===== config.mk =====
export PLATFORM = sky130hd
export DESIGN_NAME = oled_command_queue_sequencer
export DESIGN_NICKNAME = d
export VERILOG_FILES = /design/src/sv/ocqs_pkg.sv /design/src/sv/ocqs_front.sv /design/src/sv/ocqs_back.sv /design/src/sv/oled_command_queue_sequencer.sv
export SDC_FILE = /design/constraint.sdc
export NUM_CORES = 1
export LEC_CHECK = 0
export ABC_AREA = 0
export BUFFER_PORTS_ARGS = -buffer_cell sky130_fd_sc_hd__buf_4
export CORE_ASPECT_RATIO = 1.5
export CORE_UTILIZATION = 61
export CTS_CLUSTER_SIZE = 12
export DETAILED_ROUTE_END_ITERATION = 12
export PLACE_DENSITY = 0.85
export SYNTH_ARGS = -nofsm -noshare
export SYNTH_HDL_FRONTEND = slang
export SYNTH_SLANG_ARGS = --single-unit

===== constraint.sdc =====
create_clock -name clk_i -period 6.47 [get_ports clk_i]
set_clock_uncertainty 0.2 [all_clocks]
set_input_delay 0.647 -clock clk_i [delete_from_list [all_inputs] [get_ports clk_i]]
set_output_delay 0.647 -clock clk_i [all_outputs]
set_load 0.02 [all_outputs]

===== src/sv/ocqs_pkg.sv =====
// Package for the OLED command queue sequencer.
// Holds sizes, codes, item and result types and the init and window tables.
// No dependencies.
package ocqs_pkg;

  localparam int QUEUE_DEPTH = 32;
  localparam int MAX_GROUP   = 8;
  localparam int INIT_LEN    = 29;
  localparam int WIN_LEN     = 6;
  localparam int CMD_LANES   = 8;

  localparam int ADDR_W = $clog2(QUEUE_DEPTH);
  localparam int FILL_W = $clog2(QUEUE_DEPTH + 1);
  localparam int GRP_W  = $clog2(MAX_GROUP + 1);
  localparam int LANE_W = $clog2(CMD_LANES);
  localparam int INIT_W = $clog2(INIT_LEN);
  localparam int WIN_W  = $clog2(WIN_LEN);

  typedef enum logic [1:0] {
    CMD_TICK  = 2'd0,
    CMD_DONE  = 2'd1,
    CMD_QUEUE = 2'd2,
    CMD_FRAME = 2'd3
  } cmd_e;

  typedef enum logic [2:0] {
    PH_POR0  = 3'd0,
    PH_POR1  = 3'd1,
    PH_IDLE  = 3'd2,
    PH_CMD   = 3'd3,
    PH_FRAME = 3'd4
  } ph_e;

  typedef enum logic [2:0] {
    BK_WAIT = 3'd0,
    BK_EXEC = 3'd1,
    BK_PUSH = 3'd2,
    BK_READ = 3'd3,
    BK_DONE = 3'd4
  } bk_state_e;

  typedef struct packed {
    cmd_e                        kind;
    logic                        oversize;
    logic [GRP_W-1:0]            cnt;
    logic [CMD_LANES-1:0][7:0]   bytes;
    logic [15:0]                 len;
    logic                        link;
  } item_t;

  typedef struct packed {
    logic        status;
    logic        cs;
    logic        cvalid;
    logic [7:0]  cbyte;
    logic        dstart;
    logic [15:0] dlen;
  } res_t;

  localparam logic [7:0] INIT_SEQ [INIT_LEN] = '{
    8'hAE, 8'hD5, 8'hF0, 8'hA8, 8'h3F, 8'hD3, 8'h00, 8'h40, 8'hA6, 8'hA4,
    8'hA1, 8'hC8, 8'hDA, 8'h12, 8'h81, 8'hBF, 8'hD9, 8'h25, 8'hDB, 8'h34,
    8'h20, 8'h00, 8'h21, 8'h00, 8'h7F, 8'h22, 8'h00, 8'h07, 8'hAF
  };

  localparam logic [7:0] WIN_SEQ [WIN_LEN] = '{
    8'h21, 8'h00, 8'h7F, 8'h22, 8'h00, 8'h07
  };

  function automatic logic [7:0] init_byte(input logic [ADDR_W-1:0] a);
    logic [7:0] b;
    b = 8'h00;
    if (int'(a) < INIT_LEN) b = INIT_SEQ[a[INIT_W-1:0]];
    return b;
  endfunction

  function automatic logic [7:0] win_byte(input logic [WIN_W-1:0] i);
    logic [7:0] b;
    b = 8'h00;
    if (int'(i) < WIN_LEN) b = WIN_SEQ[i];
    return b;
  endfunction

  function automatic logic [ADDR_W-1:0] ptr_inc(input logic [ADDR_W-1:0] p);
    logic [ADDR_W-1:0] n;
    n = (p == ADDR_W'(QUEUE_DEPTH - 1)) ? '0 : p + ADDR_W'(1);
    return n;
  endfunction

endpackage


===== src/sv/ocqs_front.sv =====
// Front end: accepts input beats, classifies them and holds them in a
// two-entry queue for the back end. Depends on ocqs_pkg.
module ocqs_front (
  input  logic               clk_i,
  input  logic               rst_ni,
  input  logic               in_valid_i,
  output logic               in_stall_o,
  input  logic [1:0]         command_i,
  input  logic [63:0]        cmd_bytes_i,
  input  logic [15:0]        length_i,
  input  logic               link_ready_i,
  output ocqs_pkg::item_t    item_o,
  output logic               item_valid_o,
  input  logic               pop_i
);

  ocqs_pkg::item_t ent_q [2];
  ocqs_pkg::item_t new_item;
  logic            wp_q, wp_d, rp_q, rp_d;
  logic [1:0]      cnt_q, cnt_d;
  logic            push, pop;

  always_comb begin
    new_item.kind     = ocqs_pkg::cmd_e'(command_i);
    new_item.oversize = (length_i > 16'(ocqs_pkg::MAX_GROUP));
    new_item.cnt      = length_i[ocqs_pkg::GRP_W-1:0];
    new_item.bytes    = cmd_bytes_i;
    new_item.len      = length_i;
    new_item.link     = link_ready_i;
  end

  assign in_stall_o   = (cnt_q == 2'd2);
  assign push         = in_valid_i && !in_stall_o;
  assign item_valid_o = (cnt_q != 2'd0);
  assign pop          = pop_i && item_valid_o;
  assign item_o       = ent_q[rp_q];

  always_comb begin
    wp_d  = push ? ~wp_q : wp_q;
    rp_d  = pop ? ~rp_q : rp_q;
    cnt_d = cnt_q + 2'(push) - 2'(pop);
  end

  always_ff @(posedge clk_i or negedge rst_ni) begin
    if (!rst_ni) begin
      wp_q  <= 1'b0;
      rp_q  <= 1'b0;
      cnt_q <= 2'd0;
    end else begin
      wp_q  <= wp_d;
      rp_q  <= rp_d;
      cnt_q <= cnt_d;
    end
  end

  always_ff @(posedge clk_i) begin
    if (push) ent_q[wp_q] <= new_item;
  end

endmodule


===== src/sv/ocqs_back.sv =====
// Back end: sequencer state, command byte store and the output register.
// Carries out one queued item at a time. Depends on ocqs_pkg.
module ocqs_back (
  input  logic               clk_i,
  input  logic               rst_ni,
  input  ocqs_pkg::item_t    item_i,
  input  logic               item_valid_i,
  output logic               pop_o,
  output logic               out_valid_o,
  input  logic               out_stall_i,
  output logic               status_o,
  output logic               ready_res_o,
  output logic               reset_pin_o,
  output logic               power_pin_o,
  output logic               cs_release_o,
  output logic               cmd_valid_o,
  output logic [7:0]         cmd_byte_o,
  output logic               dma_start_o,
  output logic [15:0]        dma_length_o
);

  localparam int ADDR_W = ocqs_pkg::ADDR_W;
  localparam int FILL_W = ocqs_pkg::FILL_W;
  localparam int GRP_W  = ocqs_pkg::GRP_W;

  ocqs_pkg::bk_state_e st_q, st_d;
  ocqs_pkg::ph_e       phase_q, phase_d;
  logic [ADDR_W-1:0]   head_q, head_d, tail_q, tail_d;
  logic [FILL_W-1:0]   fill_q, fill_d, free;
  logic [15:0]         pend_q, pend_d;
  logic [1:0]          pins_q, pins_d;
  ocqs_pkg::item_t     it_q, it_d;
  logic [GRP_W-1:0]    idx_q, idx_d, cnt_q, cnt_d;
  ocqs_pkg::res_t      res_q, res_d, out_res_q, out_res_d;
  logic                out_valid_q, out_valid_d, out_rdy_q, out_rdy_d;
  logic [1:0]          out_pins_q, out_pins_d;
  logic                is_ready;

  logic [7:0]             mem_q [ocqs_pkg::QUEUE_DEPTH];
  logic [ocqs_pkg::QUEUE_DEPTH-1:0] vld_q;
  logic                   mem_we, rd_en;
  logic [7:0]             wbyte, rd_data_q, rd_init_q;
  logic                   rd_vld_q;

  assign free     = FILL_W'(ocqs_pkg::QUEUE_DEPTH) - fill_q;
  assign is_ready = (phase_q == ocqs_pkg::PH_IDLE) && (fill_q == '0) && (pend_q == '0);

  always_comb begin
    st_d        = st_q;
    phase_d     = phase_q;
    head_d      = head_q;
    tail_d      = tail_q;
    fill_d      = fill_q;
    pend_d      = pend_q;
    pins_d      = pins_q;
    it_d        = it_q;
    idx_d       = idx_q;
    cnt_d       = cnt_q;
    res_d       = res_q;
    out_res_d   = out_res_q;
    out_rdy_d   = out_rdy_q;
    out_pins_d  = out_pins_q;
    out_valid_d = out_valid_q;
    mem_we      = 1'b0;
    rd_en       = 1'b0;
    wbyte       = 8'h00;
    pop_o       = 1'b0;
    if (out_valid_q && !out_stall_i) out_valid_d = 1'b0;
    case (st_q)
      ocqs_pkg::BK_WAIT: begin
        if (item_valid_i) begin
          pop_o = 1'b1;
          it_d  = item_i;
          st_d  = ocqs_pkg::BK_EXEC;
        end
      end
      ocqs_pkg::BK_EXEC: begin
        res_d = '0;
        st_d  = ocqs_pkg::BK_DONE;
        case (it_q.kind)
          ocqs_pkg::CMD_TICK: begin
            case (phase_q)
              ocqs_pkg::PH_POR0: begin
                pins_d  = 2'b00;
                phase_d = ocqs_pkg::PH_POR1;
              end
              ocqs_pkg::PH_POR1: begin
                pins_d  = 2'b11;
                phase_d = ocqs_pkg::PH_IDLE;
              end
              ocqs_pkg::PH_IDLE: begin
                if (it_q.link) begin
                  if (fill_q != '0) begin
                    rd_en        = 1'b1;
                    res_d.cvalid = 1'b1;
                    fill_d       = fill_q - FILL_W'(1);
                    head_d       = ocqs_pkg::ptr_inc(head_q);
                    phase_d      = ocqs_pkg::PH_CMD;
                    st_d         = ocqs_pkg::BK_READ;
                  end else if (pend_q != '0) begin
                    res_d.dstart = 1'b1;
                    res_d.dlen   = pend_q;
                    pend_d       = '0;
                    phase_d      = ocqs_pkg::PH_FRAME;
                  end
                end
              end
              default: ;
            endcase
          end
          ocqs_pkg::CMD_DONE: begin
            if (phase_q inside {ocqs_pkg::PH_CMD, ocqs_pkg::PH_FRAME}) begin
              res_d.cs = 1'b1;
              phase_d  = ocqs_pkg::PH_IDLE;
            end
          end
          ocqs_pkg::CMD_QUEUE: begin
            if (it_q.oversize || (FILL_W'(it_q.cnt) > free)) begin
              res_d.status = 1'b1;
            end else if (it_q.cnt != '0) begin
              fill_d = fill_q + FILL_W'(it_q.cnt);
              cnt_d  = it_q.cnt;
              idx_d  = '0;
              st_d   = ocqs_pkg::BK_PUSH;
            end
          end
          ocqs_pkg::CMD_FRAME: begin
            if (!is_ready) begin
              res_d.status = 1'b1;
            end else begin
              fill_d = fill_q + FILL_W'(ocqs_pkg::WIN_LEN);
              pend_d = it_q.len;
              cnt_d  = GRP_W'(ocqs_pkg::WIN_LEN);
              idx_d  = '0;
              st_d   = ocqs_pkg::BK_PUSH;
            end
          end
          default: ;
        endcase
      end
      ocqs_pkg::BK_PUSH: begin
        mem_we = 1'b1;
        wbyte  = (it_q.kind == ocqs_pkg::CMD_FRAME)
               ? ocqs_pkg::win_byte(idx_q[ocqs_pkg::WIN_W-1:0])
               : it_q.bytes[idx_q[ocqs_pkg::LANE_W-1:0]];
        tail_d = ocqs_pkg::ptr_inc(tail_q);
        idx_d  = idx_q + GRP_W'(1);
        if (idx_q == cnt_q - GRP_W'(1)) st_d = ocqs_pkg::BK_DONE;
      end
      ocqs_pkg::BK_READ: begin
        res_d.cbyte = rd_vld_q ? rd_data_q : rd_init_q;
        st_d        = ocqs_pkg::BK_DONE;
      end
      ocqs_pkg::BK_DONE: begin
        if (!out_valid_q || !out_stall_i) begin
          out_valid_d = 1'b1;
          out_res_d   = res_q;
          out_rdy_d   = is_ready;
          out_pins_d  = pins_q;
          st_d        = ocqs_pkg::BK_WAIT;
        end
      end
      default: st_d = ocqs_pkg::BK_WAIT;
    endcase
  end

  always_ff @(posedge clk_i or negedge rst_ni) begin
    if (!rst_ni) begin
      st_q        <= ocqs_pkg::BK_WAIT;
      phase_q     <= ocqs_pkg::PH_POR0;
      head_q      <= '0;
      tail_q      <= ADDR_W'(ocqs_pkg::INIT_LEN % ocqs_pkg::QUEUE_DEPTH);
      fill_q      <= FILL_W'(ocqs_pkg::INIT_LEN);
      pend_q      <= '0;
      pins_q      <= 2'b00;
      out_valid_q <= 1'b0;
      vld_q       <= '0;
    end else begin
      st_q        <= st_d;
      phase_q     <= phase_d;
      head_q      <= head_d;
      tail_q      <= tail_d;
      fill_q      <= fill_d;
      pend_q      <= pend_d;
      pins_q      <= pins_d;
      out_valid_q <= out_valid_d;
      if (mem_we) vld_q[tail_q] <= 1'b1;
    end
  end

  always_ff @(posedge clk_i) begin
    it_q       <= it_d;
    idx_q      <= idx_d;
    cnt_q      <= cnt_d;
    res_q      <= res_d;
    out_res_q  <= out_res_d;
    out_rdy_q  <= out_rdy_d;
    out_pins_q <= out_pins_d;
  end

  // byte store: entries not yet written read as the init sequence
  always_ff @(posedge clk_i) begin
    if (mem_we) mem_q[tail_q] <= wbyte;
    if (rd_en) begin
      rd_data_q <= mem_q[head_q];
      rd_init_q <= ocqs_pkg::init_byte(head_q);
      rd_vld_q  <= vld_q[head_q];
    end
  end

  assign out_valid_o  = out_valid_q;
  assign status_o     = out_res_q.status;
  assign ready_res_o  = out_rdy_q;
  assign reset_pin_o  = out_pins_q[0];
  assign power_pin_o  = out_pins_q[1];
  assign cs_release_o = out_res_q.cs;
  assign cmd_valid_o  = out_res_q.cvalid;
  assign cmd_byte_o   = out_res_q.cbyte;
  assign dma_start_o  = out_res_q.dstart;
  assign dma_length_o = out_res_q.dlen;

`ifndef NO_ASSERTIONS
  a_fill_bound: assert property (@(posedge clk_i) disable iff (!rst_ni)
    fill_q <= FILL_W'(ocqs_pkg::QUEUE_DEPTH))
    else $error("fill count above queue depth");

  a_push_cnt: assert property (@(posedge clk_i) disable iff (!rst_ni)
    (st_q == ocqs_pkg::BK_PUSH) |-> (cnt_q != '0) && (idx_q < cnt_q))
    else $error("push index out of range");

  a_pins_up: assert property (@(posedge clk_i) disable iff (!rst_ni)
    (phase_q == ocqs_pkg::PH_IDLE || phase_q == ocqs_pkg::PH_CMD ||
     phase_q == ocqs_pkg::PH_FRAME) |-> (pins_q == 2'b11))
    else $error("panel lines low after power-on");

  a_pend_phase: assert property (@(posedge clk_i) disable iff (!rst_ni)
    (pend_q != '0) |-> (phase_q != ocqs_pkg::PH_POR0) && (phase_q != ocqs_pkg::PH_POR1))
    else $error("frame pending before power-on done");

  a_one_action: assert property (@(posedge clk_i) disable iff (!rst_ni)
    (st_q == ocqs_pkg::BK_DONE) |-> !(res_q.cvalid && res_q.dstart))
    else $error("byte send and frame start on one beat");
`endif

endmodule


===== src/sv/oled_command_queue_sequencer.sv =====
// Top level of the OLED command queue sequencer.
// Instantiates ocqs_front and ocqs_back; depends on ocqs_pkg.
//
// Usage:
//   Input channel (in_valid_i / in_stall_o) takes one beat per request:
//   tick, transfer complete, queue command bytes or send frame. Output
//   channel (out_valid_o / out_stall_i) returns exactly one result beat
//   per input beat, in order.
//   Path: a beat passes through the front queue entry, then the back
//   end's wait, execute and done states and the output register; a tick
//   that sends a queued byte adds the read state for the store read, and
//   a queue or frame request adds the push state, which writes each byte
//   in turn (up to 8, or 6 for the window command). The back end works on
//   one beat at a time and takes no new beat until the last one is done.
//   A two-entry front queue keeps accepting while the back end works;
//   in_stall_o rises when it is full. When out_stall_i holds a result,
//   the back end finishes the next beat and waits.
//   Reset: panel lines low, power-on step zero, the byte store reads as
//   the 29-byte init sequence through per-entry valid bits (no clearing
//   pass), both channels empty.
module oled_command_queue_sequencer (
  input  logic        clk_i,
  input  logic        rst_ni,
  input  logic        in_valid_i,
  output logic        in_stall_o,
  input  logic [1:0]  command_i,
  input  logic [63:0] cmd_bytes_i,
  input  logic [15:0] length_i,
  input  logic        link_ready_i,
  output logic        out_valid_o,
  input  logic        out_stall_i,
  output logic        status_o,
  output logic        ready_res_o,
  output logic        reset_pin_o,
  output logic        power_pin_o,
  output logic        cs_release_o,
  output logic        cmd_valid_o,
  output logic [7:0]  cmd_byte_o,
  output logic        dma_start_o,
  output logic [15:0] dma_length_o
);

  ocqs_pkg::item_t item;
  logic            item_valid, pop;

  ocqs_front u_front (
    .clk_i        (clk_i),
    .rst_ni       (rst_ni),
    .in_valid_i   (in_valid_i),
    .in_stall_o   (in_stall_o),
    .command_i    (command_i),
    .cmd_bytes_i  (cmd_bytes_i),
    .length_i     (length_i),
    .link_ready_i (link_ready_i),
    .item_o       (item),
    .item_valid_o (item_valid),
    .pop_i        (pop)
  );

  ocqs_back u_back (
    .clk_i        (clk_i),
    .rst_ni       (rst_ni),
    .item_i       (item),
    .item_valid_i (item_valid),
    .pop_o        (pop),
    .out_valid_o  (out_valid_o),
    .out_stall_i  (out_stall_i),
    .status_o     (status_o),
    .ready_res_o  (ready_res_o),
    .reset_pin_o  (reset_pin_o),
    .power_pin_o  (power_pin_o),
    .cs_release_o (cs_release_o),
    .cmd_valid_o  (cmd_valid_o),
    .cmd_byte_o   (cmd_byte_o),
    .dma_start_o  (dma_start_o),
    .dma_length_o (dma_length_o)
  );

endmodule

==> results.json, run 1 <==
{
  "clk_pin_slew_ns": 0.06,
  "rows": 93,
  "nets": 1733,
  "first_iter_violations": 1119,
  "cts_setup_buffers": 0,
  "cp-start-kind": "flip-flop",
  "io_buffers": 119,
  "min_period_over_period": 0.546,
  "clock_latency_ns": 0.60,
  "syn_area_per_cell_um2": 18.1,
  "grt_use_total": 0.254,
  "synth_cells": 1470,
  "grt_start_max_net_pins": 86,
  "drive_gt1_frac": 0.292,
  "hold_path.class": "in -> async",
  "synth_enable_flop_cells": 591,
  "critPathRequiredTime_ns": 6.58,
  "area_delta_synth_final_pct": 13.1,
  "die-area_um2": 44400,
  "die_height_um": 258,
  "ir_drop_mv": 0.304,
  "first_pass_iters": 6,
  "period_needed_ns": 3.53,
  "syn-cell-area_um2": 26600,
  "synthFlopType": "edfxtp_1",
  "r2r_cells": 9,
  "rsz0062_at_grt": "false",
  "async_flop_share": 0.114,
  "slew_violations": 0,
  "cap_violations": 0,
  "cp.arrival_ns": 3.64,
  "r2r_setup_slack_ns": 2.94,
  "cts_made_buffers": 66,
  "totalWireLength_mm": 53.6,
  "postCtsHoldBufs": 0,
  "finalSetupTns_ns": 0,
  "clock.fmax_mhz": 283,
  "dp_hpwl_mm": 33.8,
  "synth_nets": 1589,
  "antenna_left": 0,
  "critPathMaxFanout": 55,
  "cts_tree": "done",
  "cts_root_buffer": "clkbuf_16",
  "ys_types": 76,
  "grt_pass1_vias": 14400,
  "finalSetupViolCount": 0,
  "vias": 13600,
  "coreArea_um2": 42900,
  "yosysSeqAreaShare": 0.740,
  "end_kind": "flip-flop",
  "slew_headroom": 0.117,
  "powerDensity_nw_per_um2": 417,
  "leakage_uw": 0.0104,
  "r2r-end": "u_back.rd_init_q[0]",
  "fin_cells": 2225,
  "holdWs_ns": 0.0304,
  "r2r_start": "u_back.head_q[1]",
  "dp_cells": 2116,
  "clockBufferDepth": 3,
  "viasPerCell": 6.12,
  "io_pins": 120,
  "htree_num_levels": 3,
  "grt_pass1_wl_mm": 82.5,
  "finalWeightedCongestion": 0.849,
  "yosys_warnings": 0,
  "status": "finished, final reports clean",
  "cts.sinks": 667,
  "grt.overflow.total": 0,
  "synth-seq-cells": 667,
  "antenna_found_initial": 1,
  "ctsResizeCount": 0,
  "worstSetupPathType": "reg -> reg",
  "final_hold_viol_count": 0,
  "drc": 0,
  "wl_per_cell_um": 24.1,
  "start_util": 0.619,
  "worstMarginPinSlew_ns": 1.32,
  "fp.dieW_um": 172
}
==> worst max-delay path, cell delays in order (launching register included) <==
cell and delay, ns:
dfrtp_4 1.12, buf_4 0.60, inv_1 0.21, ha_1 0.38, inv_1 0.09, nand2_1 0.09, a21boi_0 0.21, o22ai_1 0.11
nand2_1 0.09, o21ai_0 0.09
==> sequential cells by signal, indices dropped and copies added, names as in the netlist, 4 cells and up <==
register and cells:
u_back.rd_data_q 8, u_back.rd_init_q 8, u_back.cmd_byte_o 8, u_back.dma_length_o 16, u_back.mem_q 256, u_back.fill_q 6, u_back.it_q 84, u_back.idx_q 4
u_back.head_q 5, u_back.res_q 28, u_back.vld_q 32, u_back.pend_q 16, u_back.cnt_q 4, u_back.tail_q 5, u_front.ent_q 168
==> layer usage <==
metal / track usage / vias to the layer above / routed length (um)
met5: 0 / - / 0
met4: 0.130 / 0 / 2630
met3: 0.0414 / 175 / 2680
met2: 0.471 / 587 / 30400
li1: - / 5974 / -
met1: 0.274 / 6875 / 17900
==> placed cells by master (no fill, tap or decap), drive strengths merged, types with 8 or more instances in the layout <==
cell,instances
edfxtp,591
buf,147
mux4,105
nand2,104
clkbuf,100
mux2,90
nor2,86
dfrtp,68
o21ai,39
or2,34
inv,34
ha,31
a21oi,27
and2,20
mux2i,15
xnor2,11
xor2,11
nand3,10
nor2b,10
nor3,10
a31oi,9
a211oi,9
nor4,8
dfstp,8
==> metrics by stage <==
stage | cell area [um^2] | util | total power [uW] | setup slack (ns)
2_1_floorplan | 26600 | - | 8290 | 0.556
3_3_place_gp | 28100 | 0.655 | 8930 | 2.97
3_5_place_dp | 28100 | 0.655 | 9070 | 2.90
4_1_cts | 30000 | 0.700 | 12600 | 2.88
5_1_grt | 30000 | 0.700 | 13000 | 2.56
6_report | 30000 | 0.700 | 12500 | 2.94
==> cell usage after synthesis, drive strengths merged, types with 8 or more instances <==
cell,count,share of area
edfxtp,591,0.67
mux4,105,0.089
nand2,104,0.015
mux2,90,0.038
nor2,86,0.012
dfrtp,68,0.064
clkbuf,40,0.0058
o21ai,39,0.0073
or2,34,0.0080
buf,31,0.0058
ha,31,0.015
inv,31,0.0044
a21oi,27,0.0052
and2,20,0.0047
mux2i,15,0.0057
xnor2,11,0.0036
xor2,11,0.0036
nand3,10,0.0019
nor2b,10,0.0024
nor3,10,0.0019
a211oi,9,0.0025
a31oi,9,0.0021
dfstp,8,0.0079
nor4,8,0.0019
==> worst max path at each step <==
| stage | slack, ns | startpoint | cells after the start | endpoint |
|---|---|---|---|---|
| floorplan | 0.56 | u_back.st_q[0] | 8 | u_front.cnt_q[1] |
| global route | 2.56 | u_back.head_q[1] | 9 | u_back.rd_init_q[0] |
| CTS | 2.88 | u_back.head_q[1] | 9 | u_back.rd_init_q[0] |
| global placement | 2.97 | u_back.head_q[1] | 9 | u_back.rd_init_q[0] |
| finish | 2.94 | u_back.head_q[1] | 9 | u_back.rd_init_q[0] |
| detailed placement | 2.90 | u_back.head_q[1] | 9 | u_back.rd_init_q[0] |
==> layout make-up <==
type,instances,area [um^2]
Timing Repair Buffer,147,1100
Antenna cell,1,2.50
Fill cell,2496,12900
Clock inverter,8,135
Inverter,31,116
Multi-Input combinational cell,701,6530
Clock buffer,100,1780
Tap cell,570,713
Sequential cell,667,19700
==> kinds of logic (layout without fill, tap and decap cells) <==
logic type | after synthesis | after routing | share of synthesized area
multiplexers | 210 | 210 | 0.133
AND/OR/NAND/NOR | 317 | 317 | 0.0591
AO/OA/AOI/OAI | 120 | 120 | 0.0294
adder cells (fa/ha/maj) | 32 | 32 | 0.0154
XOR/XNOR | 22 | 22 | 0.00725
other | 0 | 1 | 0
flip-flops | 667 | 667 | 0.740
buffers and inverters | 102 | 286 | 0.0161
==> report_power, final <==
group          leakage (uW)  switching, uW  total, uW  internal [uW]
Sequential          0.00634            548       6360           5810
Clock              0.000913           1560       3480           1920
Combinational       0.00310           1480       2680           1200
Total                0.0104           3590      12500           8930
Note: power is estimated with default switching activity, not from simulation.
==> run 2, diff against run 1 <==
--- a/config.mk
+++ b/config.mk
@@ -8,10 +8,10 @@
 export ABC_AREA = 0
 export BUFFER_PORTS_ARGS = -buffer_cell sky130_fd_sc_hd__buf_4
 export CORE_ASPECT_RATIO = 1.5
-export CORE_UTILIZATION = 61
+export CORE_UTILIZATION = 55
 export CTS_CLUSTER_SIZE = 12
 export DETAILED_ROUTE_END_ITERATION = 12
-export PLACE_DENSITY = 0.85
+export PLACE_DENSITY = 0.81
 export SYNTH_ARGS = -nofsm -noshare
 export SYNTH_HDL_FRONTEND = slang
 export SYNTH_SLANG_ARGS = --single-unit
==> constraint.sdc (replaced) <==
create_clock -name clk_i -period 3.15 [get_ports clk_i]
set_clock_uncertainty 0.2 [all_clocks]
set_input_delay 0.315 -clock clk_i [delete_from_list [all_inputs] [get_ports clk_i]]
set_output_delay 0.315 -clock clk_i [all_outputs]
set_load 0.02 [all_outputs]
==> results.json, run 2 (synthesized netlist as in run 1, its figures left out) <==
{
  "status": "finished, final reports clean",
  "powerDensity_nw_per_um2": 834,
  "htree_num_levels": 3,
  "slew_violations": 0,
  "layout_common_cells": "edfxtp_1, buf_4, mux4_2, nand2_1, mux2_2",
  "dp_cells": 2199,
  "wl_per_cell_um": 22.7,
  "antenna_found_initial": 0,
  "clock_latency_ns": 0.58,
  "finalSetupViolCount": 0,
  "io_buffers": 119,
  "start_util": 0.557,
  "coreArea_um2": 47700,
  "grtUsageMet2": 0.432,
  "cts_tree": "done",
  "clk_pin_slew_ns": 0.06,
  "postLayoutCoreUtil": 0.660,
  "worstMarginPinSlew_ns": 1.24,
  "cts_root_buffer": "clkbuf_16",
  "vias": 13900,
  "die_height_um": 271,
  "final_common_cell": "edfxtp_1",
  "antenna_cells": 0,
  "gr-max-usage-layer": "met2",
  "drive_gt1_frac": 0.303,
  "leakage_uw": 0.0111,
  "end_kind": "flip-flop",
  "r2r_setup_slack_ns": 0.08,
  "cp-start-kind": "flip-flop",
  "postLayoutCellArea_um2": 31500,
  "first_pass_iters": 5,
  "slew_headroom": 0.176,
  "antenna_left": 0,
  "hold_path.class": "reg -> reg",
  "cts.sinks": 667,
  "first_iter_violations": 1103,
  "cap_violations": 0,
  "die-area_um2": 49200,
  "grt_pass1_wl_mm": 83.4,
  "cp.arrival_ns": 3.37,
  "postPlaceCellArea_um2": 28700,
  "reg.largest.list": "u_back.mem_q: 256 flops, u_front.ent_q: 168 flops, u_back.it_q: 84 flops",
  "final_hold_viol_count": 0,
  "p_total_uw": 26300,
  "nets": 1877,
  "grtUsageMet1": 0.246,
  "fp.dieW_um": 181,
  "totalWireLength_mm": 54.5,
  "area_delta_synth_final_pct": 18.6,
  "drc": 0,
  "critPathRequiredTime_ns": 3.45,
  "clockBufferDepth": 3,
  "finalWeightedCongestion": 0.830,
  "min_period_over_period": 0.976,
  "grt_start_max_net_pins": 86,
  "period_needed_ns": 3.07,
  "grt.overflow.total": 0,
  "top_register": "u_back.mem_q",
  "io_pins": 120,
  "worstSetupPathType": "reg -> reg",
  "rows": 98,
  "critPathMaxFanout": 6,
  "grt_use_total": 0.227,
  "globalRouteMet3Util": 0.0343,
  "largest_register_ffs": 256,
  "dp_hpwl_mm": 34.4,
  "viasPerCell": 5.78,
  "ir_drop_mv": 0.604,
  "clock.fmax_mhz": 325,
  "grt_pass1_vias": 14900,
  "cts_made_buffers": 67,
  "fin_cells": 2398
}
## run 2: cell types whose count changed in the layout (fill, tap and decap cells not counted), moves of 2 or more
cell / before / now
dlygate4sd3_1: 0 / 86
buf_4: 147 / 196
buf_12: 0 / 8
clkbuf_1: 34 / 28
clkinv_8: 4 / 0
clkbuf_16: 66 / 69
clkinv_1: 0 / 3
inv_6: 1 / 4
clkinv_2: 0 / 2
## run 2: what timing repair did
action / in CTS / in global routing
hold endpoints to repair: 238 / 0
pin swaps: 0 / 4
resized for setup: 1 / 1
endpoints found under the setup margin: 1 / 7
setup buffers: 0 / 4
hold buffers: 86 / 0
## run 2: worst paths after layout
path / cells after the start / from / endpoint
max reg2reg: 9 / u_back.fill_q[0] / u_back.fill_q[3]
max: 9 / u_back.fill_q[0] / u_back.fill_q[3]
min in group asynchronous: 2 / rst_ni / u_back.pend_q[8]
min: 0 / u_back.res_q[23] / u_back.cmd_byte_o[6]
max in group asynchronous: 2 / rst_ni / u_back.head_q[1]
min reg2reg: 0 / u_back.res_q[23] / u_back.cmd_byte_o[6]
## run 2: worst max-delay path, cell delays in order, from the launching register on
cell and delay (ns):
dfstp_2 0.56, inv_1 0.06, ha_1 0.23, xor2_1 0.16, ha_1 0.35, and4_1 0.21, o31a_1 0.36, o311ai_4 0.44
a22oi_1 0.12, o2bb2a_1 0.32
## run 2: per-stage QoR
step	hold slack [ns]	TNS [ns]	setup slack, ns
5_1_grt	0.224	-0.0896	-0.0295
4_1_cts	0.220	0	0.0538
2_1_floorplan	-0.181	-0.0274	-0.0274
3_3_place_gp	0.201	0	0.0616
6_report	0.218	0	0.0751
3_5_place_dp	0.206	0	0.0121
## run 2: cell type report
type / instances / area (um^2)
fill: 2979 / 16200
clock buffer: 98 / 1850
multi-input combinational: 701 / 6540
inverter: 31 / 116
sequential: 667 / 19700
timing repair buffer: 290 / 2490
clock inverter: 11 / 87.6
tap: 600 / 751
## run 2: routing by layer
layer / vias up / wire, um / part of all wire
li1: 6263 / - / -
met1: 6967 / 18700 / 0.34
met2: 489 / 30900 / 0.57
met3: 142 / 2570 / 0.047
met4: 0 / 2270 / 0.042
met5: - / 0 / 0
## run 2: power breakdown
group,leakage (uW),switching (uW),internal [uW]
clock network,0.000937,3130,4070
logic,0.00379,3540,2790
registers,0.00634,823,11900
total,0.0111,7500,18800
